### config.mk
export PLATFORM = sky130hd
export DESIGN_NAME = paged_knob_soft_takeover_flat
export DESIGN_NICKNAME = d
export VERILOG_FILES = /design/src/rtl/core/pkst_pkg.sv /design/src/rtl/core/pkst_chan_if.sv /design/src/rtl/core/paged_knob_soft_takeover.sv /design/src/flat_wrapper.sv
export SDC_FILE = /design/constraint.sdc
export NUM_CORES = 1
export LEC_CHECK = 0
export BUFFER_PORTS_ARGS = -buffer_cell sky130_fd_sc_hd__clkbuf_2
export CAP_MARGIN = 30
export CORE_MARGIN = 10
export CORE_UTILIZATION = 33
export DETAILED_ROUTE_END_ITERATION = 12
export PLACE_DENSITY_LB_ADDON = 0.1
export SLEW_MARGIN = 30
export SYNTH_ARGS = -nofsm -noshare
export SYNTH_HDL_FRONTEND = slang
export SYNTH_SLANG_ARGS = --single-unit
### constraint.sdc
create_clock -name clock -period 14.4 [get_ports clock]
set_input_delay 0.72 -clock clock [delete_from_list [all_inputs] [get_ports clock]]
set_output_delay 0.72 -clock clock [all_outputs]
set_load 0.01 [all_outputs]
### src/rtl/core/pkst_pkg.sv
// Package with the shared constants and types of the paged knob soft-takeover block.
package pkst_pkg;

   // Number of physical knobs; the request and response channels carry one field per knob.
   localparam int KNOBS = 4;

   // Width and reset value of the pickup threshold register.
   localparam int          THRESH_BITS  = 10;
   localparam logic [9:0]  THRESH_RESET = 10'd5;

   // Widths of the page and LED mask fields on the response channel.
   localparam int PAGE_BITS = 2;
   localparam int MASK_BITS = 4;

   // Stored value preset at reset for one knob on one page; all others reset to zero.
   localparam int          FILL_PAGE  = 1;
   localparam int          FILL_KNOB  = 2;
   localparam logic [15:0] FILL_VALUE = 16'd1023;

   // Bit mask of the knobs that are active.
   typedef logic [KNOBS-1:0] knob_mask_type;

endpackage

### src/rtl/core/pkst_chan_if.sv
// Request and response channel interfaces of the paged knob soft-takeover block.
interface pkst_req_if #(
   parameter int VALUE_BITS = 10
);
   logic                  valid;
   logic                  ready;
   logic                  page_press;
   logic                  arp_on;
   logic [VALUE_BITS-1:0] knob_0;
   logic [VALUE_BITS-1:0] knob_1;
   logic [VALUE_BITS-1:0] knob_2;
   logic [VALUE_BITS-1:0] knob_3;

   modport source (
      output valid, page_press, arp_on, knob_0, knob_1, knob_2, knob_3,
      input  ready
   );
   modport sink (
      input  valid, page_press, arp_on, knob_0, knob_1, knob_2, knob_3,
      output ready
   );
endinterface

interface pkst_rsp_if #(
   parameter int VALUE_BITS = 10
);
   logic                               valid;
   logic                               ready;
   logic [pkst_pkg::PAGE_BITS-1:0]     page;
   logic [pkst_pkg::MASK_BITS-1:0]     led_mask;
   logic [VALUE_BITS-1:0]              stored_0;
   logic [VALUE_BITS-1:0]              stored_1;
   logic [VALUE_BITS-1:0]              stored_2;
   logic [VALUE_BITS-1:0]              stored_3;

   modport source (
      output valid, page, led_mask, stored_0, stored_1, stored_2, stored_3,
      input  ready
   );
   modport sink (
      input  valid, page, led_mask, stored_0, stored_1, stored_2, stored_3,
      output ready
   );
endinterface

### src/rtl/core/paged_knob_soft_takeover.sv
// Top level of the paged knob store with soft takeover.
//
// Usage:
//    req_chan carries one knob scan per request: a page-button press flag, the
//    arpeggiator enable and four knob readings. rsp_chan returns one response per
//    request: the page after the scan, the mask of active knobs for the LEDs and
//    the four stored values of that page. csr_wr_en/csr_wr_data write the pickup
//    threshold; write it only while no request is in flight.
// Timing:
//    A response is valid in the cycle after its request is accepted. A new request is
//    accepted every cycle unless a response waits on rsp_chan.ready; the page update,
//    store row read, the four difference compares and the store write all happen in
//    the single accepting cycle, and the response register holds the result.
// Reset:
//    Synchronous, active high. Page 0, all knobs active, threshold 5, all stored
//    values zero except page 1 knob 2, which holds the full-scale value.
// Stall:
//    While a response waits with rsp_chan.ready low, req_chan.ready is low; when
//    the response is taken, the next request is accepted in the same cycle.
module paged_knob_soft_takeover #(
   parameter int PAGES      = 4,
   parameter int VALUE_BITS = 10
) (
   input  logic                                clock,
   input  logic                                reset,
   pkst_req_if.sink                            req_chan,
   pkst_rsp_if.source                          rsp_chan,
   input  logic                                csr_wr_en,
   input  logic [pkst_pkg::THRESH_BITS-1:0]    csr_wr_data
);

   localparam int KNOBS     = pkst_pkg::KNOBS;
   localparam int PW        = $clog2(PAGES);
   localparam int CMP_BITS  = (VALUE_BITS > pkst_pkg::THRESH_BITS) ?
                              VALUE_BITS : pkst_pkg::THRESH_BITS;

   // State registers.
   logic [VALUE_BITS-1:0]            store_ff [PAGES][KNOBS];
   pkst_pkg::knob_mask_type          active_ff;
   pkst_pkg::knob_mask_type          active_in;
   logic [PW-1:0]                    page_ff;
   logic [PW-1:0]                    page_in;
   logic [pkst_pkg::THRESH_BITS-1:0] thresh_ff;

   // Response registers.
   logic                             rsp_valid_ff;
   logic [pkst_pkg::PAGE_BITS-1:0]   rsp_page_ff;
   pkst_pkg::knob_mask_type          rsp_mask_ff;
   logic [VALUE_BITS-1:0]            rsp_stored_ff [KNOBS];
   logic [VALUE_BITS-1:0]            rsp_stored_in [KNOBS];

   logic                             accept;
   logic [VALUE_BITS-1:0]            reading [KNOBS];
   logic [PW:0]                      page_inc;
   logic [PW:0]                      page_limit;

   // Handshake: a new request enters whenever the response register is free or being taken.
   assign req_chan.ready = !rsp_valid_ff || rsp_chan.ready;
   assign accept         = req_chan.valid && req_chan.ready;

   assign reading[0] = req_chan.knob_0;
   assign reading[1] = req_chan.knob_1;
   assign reading[2] = req_chan.knob_2;
   assign reading[3] = req_chan.knob_3;

   // Page advance: wrap after the last page when the arpeggiator is on, one earlier when off.
   assign page_inc   = {1'b0, page_ff} + (PW+1)'(1);
   assign page_limit = req_chan.arp_on ? (PW+1)'(PAGES) : (PW+1)'(PAGES - 1);

   always_comb begin
      page_in = page_ff;
      if (req_chan.page_press) begin
         page_in = (page_inc >= page_limit) ? '0 : page_inc[PW-1:0];
      end
   end

   // Pickup compare per knob against the stored value of the new page.
   always_comb begin
      logic [VALUE_BITS-1:0] stored;
      logic [VALUE_BITS-1:0] diff;
      active_in = req_chan.page_press ? '0 : active_ff;
      for (int k = 0; k < KNOBS; k++) begin
         stored = store_ff[page_in][k];
         diff   = (reading[k] >= stored) ? (reading[k] - stored) : (stored - reading[k]);
         if (CMP_BITS'(diff) < CMP_BITS'(thresh_ff)) begin
            active_in[k] = 1'b1;
         end
         rsp_stored_in[k] = active_in[k] ? reading[k] : stored;
      end
   end

   // Threshold register.
   always_ff @(posedge clock) begin
      if (reset) begin
         thresh_ff <= pkst_pkg::THRESH_RESET;
      end else if (csr_wr_en) begin
         thresh_ff <= csr_wr_data;
      end
   end

   // Page and active-mask registers.
   always_ff @(posedge clock) begin
      if (reset) begin
         page_ff   <= '0;
         active_ff <= '1;
      end else if (accept) begin
         page_ff   <= page_in;
         active_ff <= active_in;
      end
   end

   // Stored values: active knobs write their reading into the current page.
   always_ff @(posedge clock) begin
      if (reset) begin
         for (int p = 0; p < PAGES; p++) begin
            for (int k = 0; k < KNOBS; k++) begin
               if (p == pkst_pkg::FILL_PAGE && k == pkst_pkg::FILL_KNOB) begin
                  store_ff[p][k] <= VALUE_BITS'(pkst_pkg::FILL_VALUE);
               end else begin
                  store_ff[p][k] <= '0;
               end
            end
         end
      end else if (accept) begin
         for (int k = 0; k < KNOBS; k++) begin
            if (active_in[k]) begin
               store_ff[page_in][k] <= reading[k];
            end
         end
      end
   end

   // Response valid flag.
   always_ff @(posedge clock) begin
      if (reset) begin
         rsp_valid_ff <= 1'b0;
      end else if (accept) begin
         rsp_valid_ff <= 1'b1;
      end else if (rsp_chan.ready) begin
         rsp_valid_ff <= 1'b0;
      end
   end

   // Response payload.
   always_ff @(posedge clock) begin
      if (accept) begin
         rsp_page_ff   <= pkst_pkg::PAGE_BITS'(page_in);
         rsp_mask_ff   <= active_in;
         rsp_stored_ff <= rsp_stored_in;
      end
   end

   assign rsp_chan.valid    = rsp_valid_ff;
   assign rsp_chan.page     = rsp_page_ff;
   assign rsp_chan.led_mask = pkst_pkg::MASK_BITS'(rsp_mask_ff);
   assign rsp_chan.stored_0 = rsp_stored_ff[0];
   assign rsp_chan.stored_1 = rsp_stored_ff[1];
   assign rsp_chan.stored_2 = rsp_stored_ff[2];
   assign rsp_chan.stored_3 = rsp_stored_ff[3];

`ifndef SYNTHESIS
   // The page never leaves the configured range.
   a_page_range: assert property (@(posedge clock) disable iff (reset)
      (PW+1)'(page_ff) < (PW+1)'(PAGES))
      else $error("page index out of range");

   // Without a press, knobs that were active stay active.
   a_active_keep: assert property (@(posedge clock) disable iff (reset)
      (accept && !req_chan.page_press) |=> ((active_ff & $past(active_ff)) == $past(active_ff)))
      else $error("active knob lost without a page press");

   // State changes only when a request is accepted.
   a_state_hold: assert property (@(posedge clock) disable iff (reset)
      !accept |=> ($stable(page_ff) && $stable(active_ff)))
      else $error("state changed without a request");

   // A pending response shows the current active mask.
   a_mask_match: assert property (@(posedge clock) disable iff (reset)
      rsp_valid_ff |-> (rsp_mask_ff == active_ff))
      else $error("response mask differs from active state");
`endif

endmodule

### src/flat_wrapper.sv
// flat-port wrapper written by rule: the top's interface ports become plain ports
module paged_knob_soft_takeover_flat 
#(
   parameter int PAGES      = 4,
   parameter int VALUE_BITS = 10
)
  (clock, reset, csr_wr_en, csr_wr_data, req_chan_valid, req_chan_page_press, req_chan_arp_on, req_chan_knob_0, req_chan_knob_1, req_chan_knob_2, req_chan_knob_3, req_chan_ready, rsp_chan_valid, rsp_chan_page, rsp_chan_led_mask, rsp_chan_stored_0, rsp_chan_stored_1, rsp_chan_stored_2, rsp_chan_stored_3, rsp_chan_ready);
  pkst_req_if #(.VALUE_BITS(VALUE_BITS)) req_chan_i ();
  pkst_rsp_if #(.VALUE_BITS(VALUE_BITS)) rsp_chan_i ();
  input  logic clock;
  input  logic reset;
  input  logic csr_wr_en;
  input  logic [pkst_pkg::THRESH_BITS-1:0] csr_wr_data;
  input wire logic [$bits(req_chan_i.valid)-1:0] req_chan_valid;
  input wire logic [$bits(req_chan_i.page_press)-1:0] req_chan_page_press;
  input wire logic [$bits(req_chan_i.arp_on)-1:0] req_chan_arp_on;
  input wire logic [$bits(req_chan_i.knob_0)-1:0] req_chan_knob_0;
  input wire logic [$bits(req_chan_i.knob_1)-1:0] req_chan_knob_1;
  input wire logic [$bits(req_chan_i.knob_2)-1:0] req_chan_knob_2;
  input wire logic [$bits(req_chan_i.knob_3)-1:0] req_chan_knob_3;
  output wire logic [$bits(req_chan_i.ready)-1:0] req_chan_ready;
  output wire logic [$bits(rsp_chan_i.valid)-1:0] rsp_chan_valid;
  output wire logic [$bits(rsp_chan_i.page)-1:0] rsp_chan_page;
  output wire logic [$bits(rsp_chan_i.led_mask)-1:0] rsp_chan_led_mask;
  output wire logic [$bits(rsp_chan_i.stored_0)-1:0] rsp_chan_stored_0;
  output wire logic [$bits(rsp_chan_i.stored_1)-1:0] rsp_chan_stored_1;
  output wire logic [$bits(rsp_chan_i.stored_2)-1:0] rsp_chan_stored_2;
  output wire logic [$bits(rsp_chan_i.stored_3)-1:0] rsp_chan_stored_3;
  input wire logic [$bits(rsp_chan_i.ready)-1:0] rsp_chan_ready;
  assign req_chan_i.valid = req_chan_valid;
  assign req_chan_i.page_press = req_chan_page_press;
  assign req_chan_i.arp_on = req_chan_arp_on;
  assign req_chan_i.knob_0 = req_chan_knob_0;
  assign req_chan_i.knob_1 = req_chan_knob_1;
  assign req_chan_i.knob_2 = req_chan_knob_2;
  assign req_chan_i.knob_3 = req_chan_knob_3;
  assign req_chan_ready = req_chan_i.ready;
  assign rsp_chan_valid = rsp_chan_i.valid;
  assign rsp_chan_page = rsp_chan_i.page;
  assign rsp_chan_led_mask = rsp_chan_i.led_mask;
  assign rsp_chan_stored_0 = rsp_chan_i.stored_0;
  assign rsp_chan_stored_1 = rsp_chan_i.stored_1;
  assign rsp_chan_stored_2 = rsp_chan_i.stored_2;
  assign rsp_chan_stored_3 = rsp_chan_i.stored_3;
  assign rsp_chan_i.ready = rsp_chan_ready;
  paged_knob_soft_takeover #(.PAGES(PAGES), .VALUE_BITS(VALUE_BITS)) u_core (.clock(clock), .reset(reset), .req_chan(req_chan_i), .rsp_chan(rsp_chan_i), .csr_wr_en(csr_wr_en), .csr_wr_data(csr_wr_data));
endmodule
Yosys cells after proc, flatten, opt, wreduce, memory -nomap -nowiden
Memories as Yosys holds them, arrays and structs flattened.
Cells that the tools add are included.
{ "totals": {"reg_bits": 63, "ramBits": 160, "inputBits": 57, "elab_cells": 73, "memories": 1} }
{ "op_classes": {"n_addsub": 9, "n_lt_le_gt_ge": 9, "n_mux": 39, "reduce_logical": 5} }
{ "memory_table": {"columns": ["memory", "depth", "word_bits", "rd", "rd_ports_with_merged_regs", "write_ports", "line_no", "text"], "rows": [
  ["u_core.store_ff", 4, 40, 1, 0, 4, "paged_knob_soft_takeover.sv:38", "logic [VALUE_BITS-1:0] store_ff [PAGES][KNOBS];"]
]} }
{ "op_table": {"columns": ["cell", "count"], "rows": [
  ["10-bit 2-to-1 mux", 8],
  ["10-bit subtractor", 8],
  ["10-bit >= comparator", 4],
  ["10-bit less-than comparator", 4],
  ["40-bit 2-to-1 mux", 1],
  ["40-bit OR reduction", 1],
  ["1-bit 2-to-1 mux", 24],
  ["4-bit 2-to-1 mux", 2],
  ["2-bit 2-to-1 mux", 3],
  ["2-bit by 1-bit adder with 3-bit output (second input constant)", 1],
  ["3-bit >= comparator", 1],
  ["3-bit 2-to-1 mux", 1],
  ["2-bit nonzero test", 1],
  ["1-bit logical AND", 1],
  ["1-bit zero test", 1],
  ["1-bit logical OR", 1]
]} }

Depth between registers and ports, before layout
Gate-level depths: netlist of the first run.
An unclocked memory read counts as a cell.
{ "depth": {"depth_word": 15, "ltp_mapped": 27, "depth_no_buf": 24} }

Worst setup path after synthesis of the first run
Ideal clock, no wire load.
{ "synth_timing": {"kind": "input to register", "from": "input port req_chan_arp_on", "to": "memory u_core.store_ff[0][30] in the netlist's numbering (enable)", "setup_ns": 0.391, "arrival_ns": 6.069, "t_required_ns": 14.009, "setup_slack_ns": 7.940, "stages": 24, "n_path_buf": 2, "cell_sequence": "inv_1 -> ha_1 -> nand2b_4 -> a21o_4 -> o31a_1 -> buf_4 -> buf_4 -> mux2i_1 -> mux2_4 -> inv_1 -> ha_1 -> inv_1 -> fa_1 -> a31oi_1 -> a21oi_1 -> o21ai_4 -> mux2i_1 -> xor2_1 -> ha_1 -> and3_1 -> a221o_1 -> and2_0 -> a21o_1 -> o21ai_0"} }
{ "synth_lines": {"columns": ["item", "line_no", "text"], "rows": [
  ["from (decl)", "flat_wrapper.sv:16", "input wire logic [$bits(req_chan_i.arp_on)-1:0] req_chan_arp_on;"],
  ["to (decl)", "paged_knob_soft_takeover.sv:38", null]
]} }

==> out/qor.yml, run 1 <==
reg2regPathDepth: 27
cp_common_cell: "ha_1"
clkLatencyLatePin_ns: 0.55
synthArstFlopShare_pct: 0
grt.met2_usage_pct: 23.9
wl_um: 39600
hp-class: "in2reg"
path_buf_inv: 5
layout-drive-gt1-share_pct: 19.0
min-delay-start: "csr_wr_data[2]"
hold_end: "u_core.thresh_ff[2]"
synth_cells: 1352
grtUsageMet3_pct: 2.34
ys_seq_elements: 223
num_rows: 76
ir_drop_mv: 0.0812
critPathTopFamily: "buffers and inverters"
max_slew_margin_pct: 36.8
synth_top_area_share_pct: 42.8
slowest_stage: "buf_4"
hpwlAfterDp_um: 27400
yosysWarnings: 0
startpoint: "u_core.page_ff[0]"
critPathKind: "reg2reg"
period_needed_ns: 7.67
vias: 10200
routedWlPerCell_um: 19.3
overflow: 0
drtIter0Drc: 602
power_mw: 2.76
cts_buffers: 27
first_pass_iters: 7
grt_antenna_before_repair: 1
cts_resized: 0
vias_per_cell: 4.93
h-tree-depth: 1
p_per_area_nw_per_um2: 168
io_pins: 105
die_w_um: 229
cts-root-buf: "clkbuf_16"
timing.hold.ws_ns: 0.398
rrSetupSlack_ns: 6.73
coreArea_um2: 43200
grt_pass1_vias: 10300
cp-end-kind: "register"
hold_violations: 0
syn_nets: 1533
synth_area_leader_cell: "edfxtp_1"
port-buffer-count: 104
drv_slew: 0
initial_core_util_pct: 33.5
skew_ns: 0.0111
yosysUniqueCellTypes: 69
max_stage_delay_ns: 0.84
r2r-end: "u_core.store_ff[1][12]"
ys_seq_area_share_pct: 45.2
synth_ff_type: "edfxtp_1"
die_h_um: 229
min_period_over_period_pct: 53.3
fmax_mhz: 130
placed_cells: 2008
finalWeightedCongestion: 0.830
outcome: "finished clean"
track_usage_pct: 14.8
placed_cell_area_um2: 15600
ant_nets: 0
cap_violations: 0
synth_top_cells_by_area: "edfxtp_1 (43%), ha_1 (10%), mux2i_1 (7.9%)"
cts_tree: "built"
tns_ns: 0
cts_sinks: 223
instances_no_fill: 2058
p_leak_nw: 7.36
grt_busiest_layer: "met2"
grt_pass1_wl_um: 61700
grt_setup_unrepaired: "no"
worstHoldPathCells: 3
avgSynthCellArea_um2: 10.7
cts_hold_buf: 0
clockBufferDepth: 3
final_area_um2: 16400
syn_to_final_growth_pct: 13.8
die-area_um2: 52600
finalSetupViolCount: 0
grt_max_degree: 51
clkTransAtPathRegs_ns: 0.06
finalNetCount: 1633
cts_setup_buffers: 0
gr-usage-met1_pct: 20.5
arrival_ns: 7.85
synth-edff-count: 206
synthesis.area_um2: 14500
drc: 0
cp-start-kind: "register"
worst_ep_required_time_ns: 14.58
rr_startpoint: "u_core.page_ff[0]"
worst_pin_slew_ns: 0.948
crit_path_max_fanout: 50
## per-layer routing
metal	part of all wire, %	wire length (um)	up-vias
met4	1.6	627	0
li1	-	-	5020
met5	0	0	-
met1	50	19800	4951
met3	3.4	1330	40
met2	45	17900	139
## registers in the layout (all words and copies together), names as in the netlist
| signal | flops |
|---|---|
| u_core.rsp_chan.stored_3 | 10 |
| u_core.rsp_chan.page | 2 |
| u_core.rsp_chan.stored_1 | 10 |
| u_core.active_ff | 4 |
| u_core.thresh_ff | 10 |
| u_core.rsp_chan.stored_2 | 10 |
| u_core.rsp_chan.led_mask | 4 |
| u_core.rsp_chan.stored_0 | 10 |
| u_core.page_ff | 2 |
| u_core.store_ff | 160 |
| u_core.rsp_chan.valid | 1 |
## per-stage QoR
step / utilization [%] / setup slack (ns)
3_5_place_dp: 36.2 / 6.44
4_1_cts: 38.1 / 6.66
3_3_place_gp: 36.2 / 6.54
2_1_floorplan: - / 7.94
5_1_grt: 38.1 / 6.19
6_report: 38.1 / 6.73
## tightest hold or removal path, delay by kind of cell
kind            cells  cell delay (ns)
simple gates        1             0.05
buf+inv             1             0.08
compound gates      1             0.07
## cells by family after synthesis
kind of cell	synth area share (%)
fa+ha+maj	11.2
simple gates	11.4
xor+xnor	1.76
mux	12.4
flops	45.2
compound gates	12.8
buf+inv	5.32
## where the power goes
group          switching, mW  internal, mW
logic                  0.783         0.491
clock network          0.275         0.363
registers             0.0249         0.825
## layout make-up
class                   count  area, um2
repair buffers            128        701
flip-flops and latches    223       6530
diodes                      1       2.50
fillers                  4347      26700
clock buffers              38        757
well taps                 585        732
multi-input cells         948       7200
clock inverters            11       51.3
inverters                 124        465
## Yosys cell counts (3+ instances only)
cell type  number
nand3b_1        3
o21ai_1         6
buf_4           8
xor2_1         11
and3_1         13
nor3_1          4
edfxtp_1      206
mux2i_1       114
fa_1            8
o221ai_1        3
nor2_1        201
clkbuf_1       30
o211ai_1        5
or3_1           5
a221o_1         6
ha_1          116
a21oi_1        46
nand3_1        13
nand4_1        10
o22ai_1         7
and2_0          3
buf_2          12
o21bai_1        8
inv_1         121
o221a_2         3
o41ai_1         6
o21ai_2        38
and2_1          4
nand2_1        82
a21boi_0        3
a211oi_1        6
mux2_2          6
o21ai_4         3
inv_2           3
nand2b_1       18
nor2b_1        10
buf_6           6
xnor2_1        18
a21o_1         29
o21a_1          7
mux2_4         38
o21ai_0        51
dfxtp_1        17
a21oi_2         3
a31oi_1        12
## placed cells by master, fill, tap and decap left out, drive strengths merged, types with 7 or more instances in the layout
cell	n
edfxtp	206
nor2	201
clkbuf	142
inv	124
ha	116
mux2i	114
o21ai	98
nand2	83
a21oi	49
mux2	45
a21o	30
buf	24
nand2b	19
xnor2	18
dfxtp	17
and3	13
nand3	13
a31oi	13
xor2	11
nand4	10
nor2b	10
clkinv	10
o21bai	8
fa	8
o22ai	7
o21a	7
and2	7
## worst max-delay path by stage
| stage | to | slack (ns) | cells past startpoint |
|---|---|---|---|
| after global placement | u_core.store_ff[1][18] | 6.54 | 28 |
| after CTS | u_core.store_ff[0][36] | 6.66 | 25 |
| after global routing | u_core.store_ff[1][12] | 6.19 | 27 |
| after detailed placement | u_core.store_ff[0][36] | 6.44 | 27 |
| after floorplan | u_core.store_ff[0][30] | 7.94 | 24 |
| final | u_core.store_ff[1][12] | 6.73 | 27 |
No activity file was read; power rests on OpenSTA's default activity.
==> run 2, diff against run 1 <==
==> constraint.sdc (replaced) <==
create_clock -name clock -period 7.6 [get_ports clock]
set_input_delay 0.38 -clock clock [delete_from_list [all_inputs] [get_ports clock]]
set_output_delay 0.38 -clock clock [all_outputs]
set_load 0.01 [all_outputs]
==> run 2 against run 1 <==
  * Cell area up 0.54%
  * Via count increased by 1.0%
  * Sequential share of layout area down 0.21 points
  * Combinational power up 91%
  * Largest power group unchanged
  * Total power increased by 91%
  * Clock power up 91%
  * Critical path depth fell by 5
  * Utilization grew 0.21 points
  * Global-route usage grew 0.27 points
  * Worst setup slack got worse by 6.3 ns
  * Register-to-register slack got worse by 6.3 ns
  * Sequential cell count unchanged
==> out/qor.yml, run 2 (synthesis gave the netlist of run 1 again) <==
finalNetCount: 1640  # +0.43%
power_mw: 5.26  # +91%
final_common_cell: "edfxtp_1"
overflow: 0  # unchanged
p_per_area_nw_per_um2: 318  # +90%
tns_ns: 0  # unchanged
instances_no_fill: 2063  # +0.24%
wl_um: 40200  # +1.3%
clockBufferDepth: 3  # unchanged
routedWlPerCell_um: 19.5  # +1.0%
crit_chain: "ha_1 > ha_1 > a21o_4 > a2111oi_4 > a21oi_4 > buf_4 > buf_4 > mux2_4 > inv_1 > ha_1 > o21ai_0 > a21oi_1 > or4b_4 > nand2_4 > mux2_2 > ha_1 > a21boi_0 > o2111ai_1 > a21boi_0 > o21ai_2 > nand2b_1 > nand2_1"
first_pass_iters: 7  # unchanged
clkLatencyLatePin_ns: 0.55  # about the same
internal_power_mw: 3.22  # +92%
vias_per_cell: 4.97  # +0.78%
grt_max_degree: 34  # -33%
die_h_um: 229  # unchanged
syn_to_final_growth_pct: 14.4
ir_drop_mv: 0.169  # +110%
clkPwrFrac_pct: 23.3  # +0.2 points
fmax_mhz: 139  # +6.9%
power.switching_mw: 2.04  # +88%
p_comb_share_pct: 46.1  # about the same
min_period_over_period_pct: 94.4  # +41 points
p_leak_nw: 7.40  # +0.63%
num_rows: 76  # unchanged
hold_end: "u_core.rsp_chan.valid"
finalSetupViolCount: 0  # unchanged
post-route-worst-setup-slack_ns: 0.423  # -6.30 ns
cts_tree: "built"
dp_slack_ns: 0.451  # -5.99 ns
h-tree-depth: 1  # unchanged
io_pins: 105  # unchanged
cts_buffers: 27  # unchanged
hold_violations: 0  # unchanged
grt_setup_unrepaired: "no"
timing.hold.ws_ns: 0.0622  # -0.336 ns
drtIter0Drc: 631  # +4.8%
cp_common_cell: "ha_1"
critPathTopFamily: "compound AO/OA/AOI/OAI gates"
min-delay-start: "req_chan_valid"
critPathKind: "reg2reg"
cap_violations: 0  # unchanged
cts_resized: 0  # unchanged
placed_cells: 2015  # +0.35%
grt_pass1_wl_um: 62100  # +0.68%
max_stage_delay_ns: 0.55  # -0.29 ns
outcome: "finished clean"
die_w_um: 229  # unchanged
ant_nets: 0  # unchanged
r2r-end: "u_core.store_ff[1][14]"
grt_antenna_before_repair: 1  # unchanged
worstHoldPathCells: 3  # unchanged
worst_pin_slew_ns: 0.782  # -0.166 ns
netSwitchingFraction_pct: 38.8  # -0.44 points
vias: 10300  # +1.0%
track_usage_pct: 15.1  # +0.27 points
seqPwrFrac_pct: 30.7  # about the same
hp-class: "in2reg"
port-buffer-count: 104  # unchanged
cp-start-kind: "register"
max_slew_margin_pct: 47.7  # +11 points
path_buf_inv: 3  # -2
cp-end-kind: "register"
largest_reg_flops: 160  # unchanged
reg2regPathDepth: 22  # -19%
slowest_stage: "or4b_4"
hpwlAfterDp_um: 28800  # +4.9%
arrival_ns: 7.32  # -0.53 ns
drv_slew: 0  # unchanged
rr_startpoint: "u_core.page_ff[0]"
layout_common_cells: "edfxtp_1 (206), nor2_1 (201), inv_1 (120)"
cts-root-buf: "clkbuf_16"
finalWeightedCongestion: 0.808  # -2.6%
coreArea_um2: 43200  # unchanged
cts_setup_buffers: 0  # unchanged
period_needed_ns: 7.18  # -0.498 ns
worst_ep_required_time_ns: 7.74  # -6.84 ns
layout-drive-gt1-share_pct: 19.4  # +0.48 points
skew_ns: 0.0109  # -0.000215 ns
initial_core_util_pct: 33.5  # unchanged
drc: 0  # unchanged
grt_pass1_vias: 10400  # +0.75%
rrSetupSlack_ns: 0.42  # -6.30 ns
die-area_um2: 52600  # unchanged
clkTransAtPathRegs_ns: 0.06  # about the same
cts_hold_buf: 0  # unchanged
largest-register: "u_core.store_ff"
crit_path_max_fanout: 16  # -68%
cts_sinks: 223  # unchanged
## run 2: cell count changes in the layout (fill, tap and decap cells not counted), moves of 2 or more
cell / change
buf_12: +2
buf_4: +5
bufinv_16: +2
clkbuf_1: -3
clkbuf_8: -4
clkinv_2: +2
## run 2: metal layers
layer	share of wire, %	GRT usage, %	vias up	wire length [um]
met5	0.032	0	-	13
met4	1.5	3.46	2	618
met3	4.6	2.52	41	1840
met2	45	24.6	183	18200
met1	48	20.5	4997	19400
li1	-	-	5031	-
## run 2: power by group through the flow
stage          registers [mW]  clock network [mW]  logic (mW)
2_1_floorplan            1.67                   0        1.75
3_3_place_gp             1.64                   0        2.44
3_5_place_dp             1.64                   0        2.44
4_1_cts                  1.62                1.26        2.45
5_1_grt                  1.63                1.31        2.72
6_report                 1.61                1.22        2.42
## run 2: how the worst max path moves through the flow
stage                       from                     end  slack, ns  cells past startpoint
5_1_grt        u_core.page_ff[0]  u_core.store_ff[1][18]       0.01                     22
3_5_place_dp   u_core.page_ff[0]  u_core.store_ff[1][14]       0.45                     22
6_report       u_core.page_ff[0]  u_core.store_ff[1][14]       0.42                     22
2_1_floorplan  u_core.page_ff[0]  u_core.store_ff[2][30]       1.31                     23
3_3_place_gp   u_core.page_ff[0]  u_core.store_ff[1][14]       0.42                     22
4_1_cts        u_core.page_ff[0]  u_core.store_ff[1][14]       0.34                     22
## run 2: cell type report
cell class | instances | area, um2
multi-input cells | 948 | 7200
flip-flops and latches | 223 | 6530
fillers | 4316 | 26600
repair buffers | 135 | 778
clock buffers | 31 | 691
well taps | 585 | 732
inverters | 124 | 465
diodes | 1 | 2.50
clock inverters | 16 | 129
## run 2: worst min-delay path: stages
cell      delay (ns)
clkbuf_2        0.09
inv_1           0.04
a21oi_1         0.05
## run 2: per-stage QoR
step                      instance area [um2]  utilization (%)
after floorplan                         14500                -
after global placement                  15700             36.4
after detailed placement                15700             36.4
after CTS                               16500             38.3
after global routing                    16500             38.3
final                                   16500             38.3
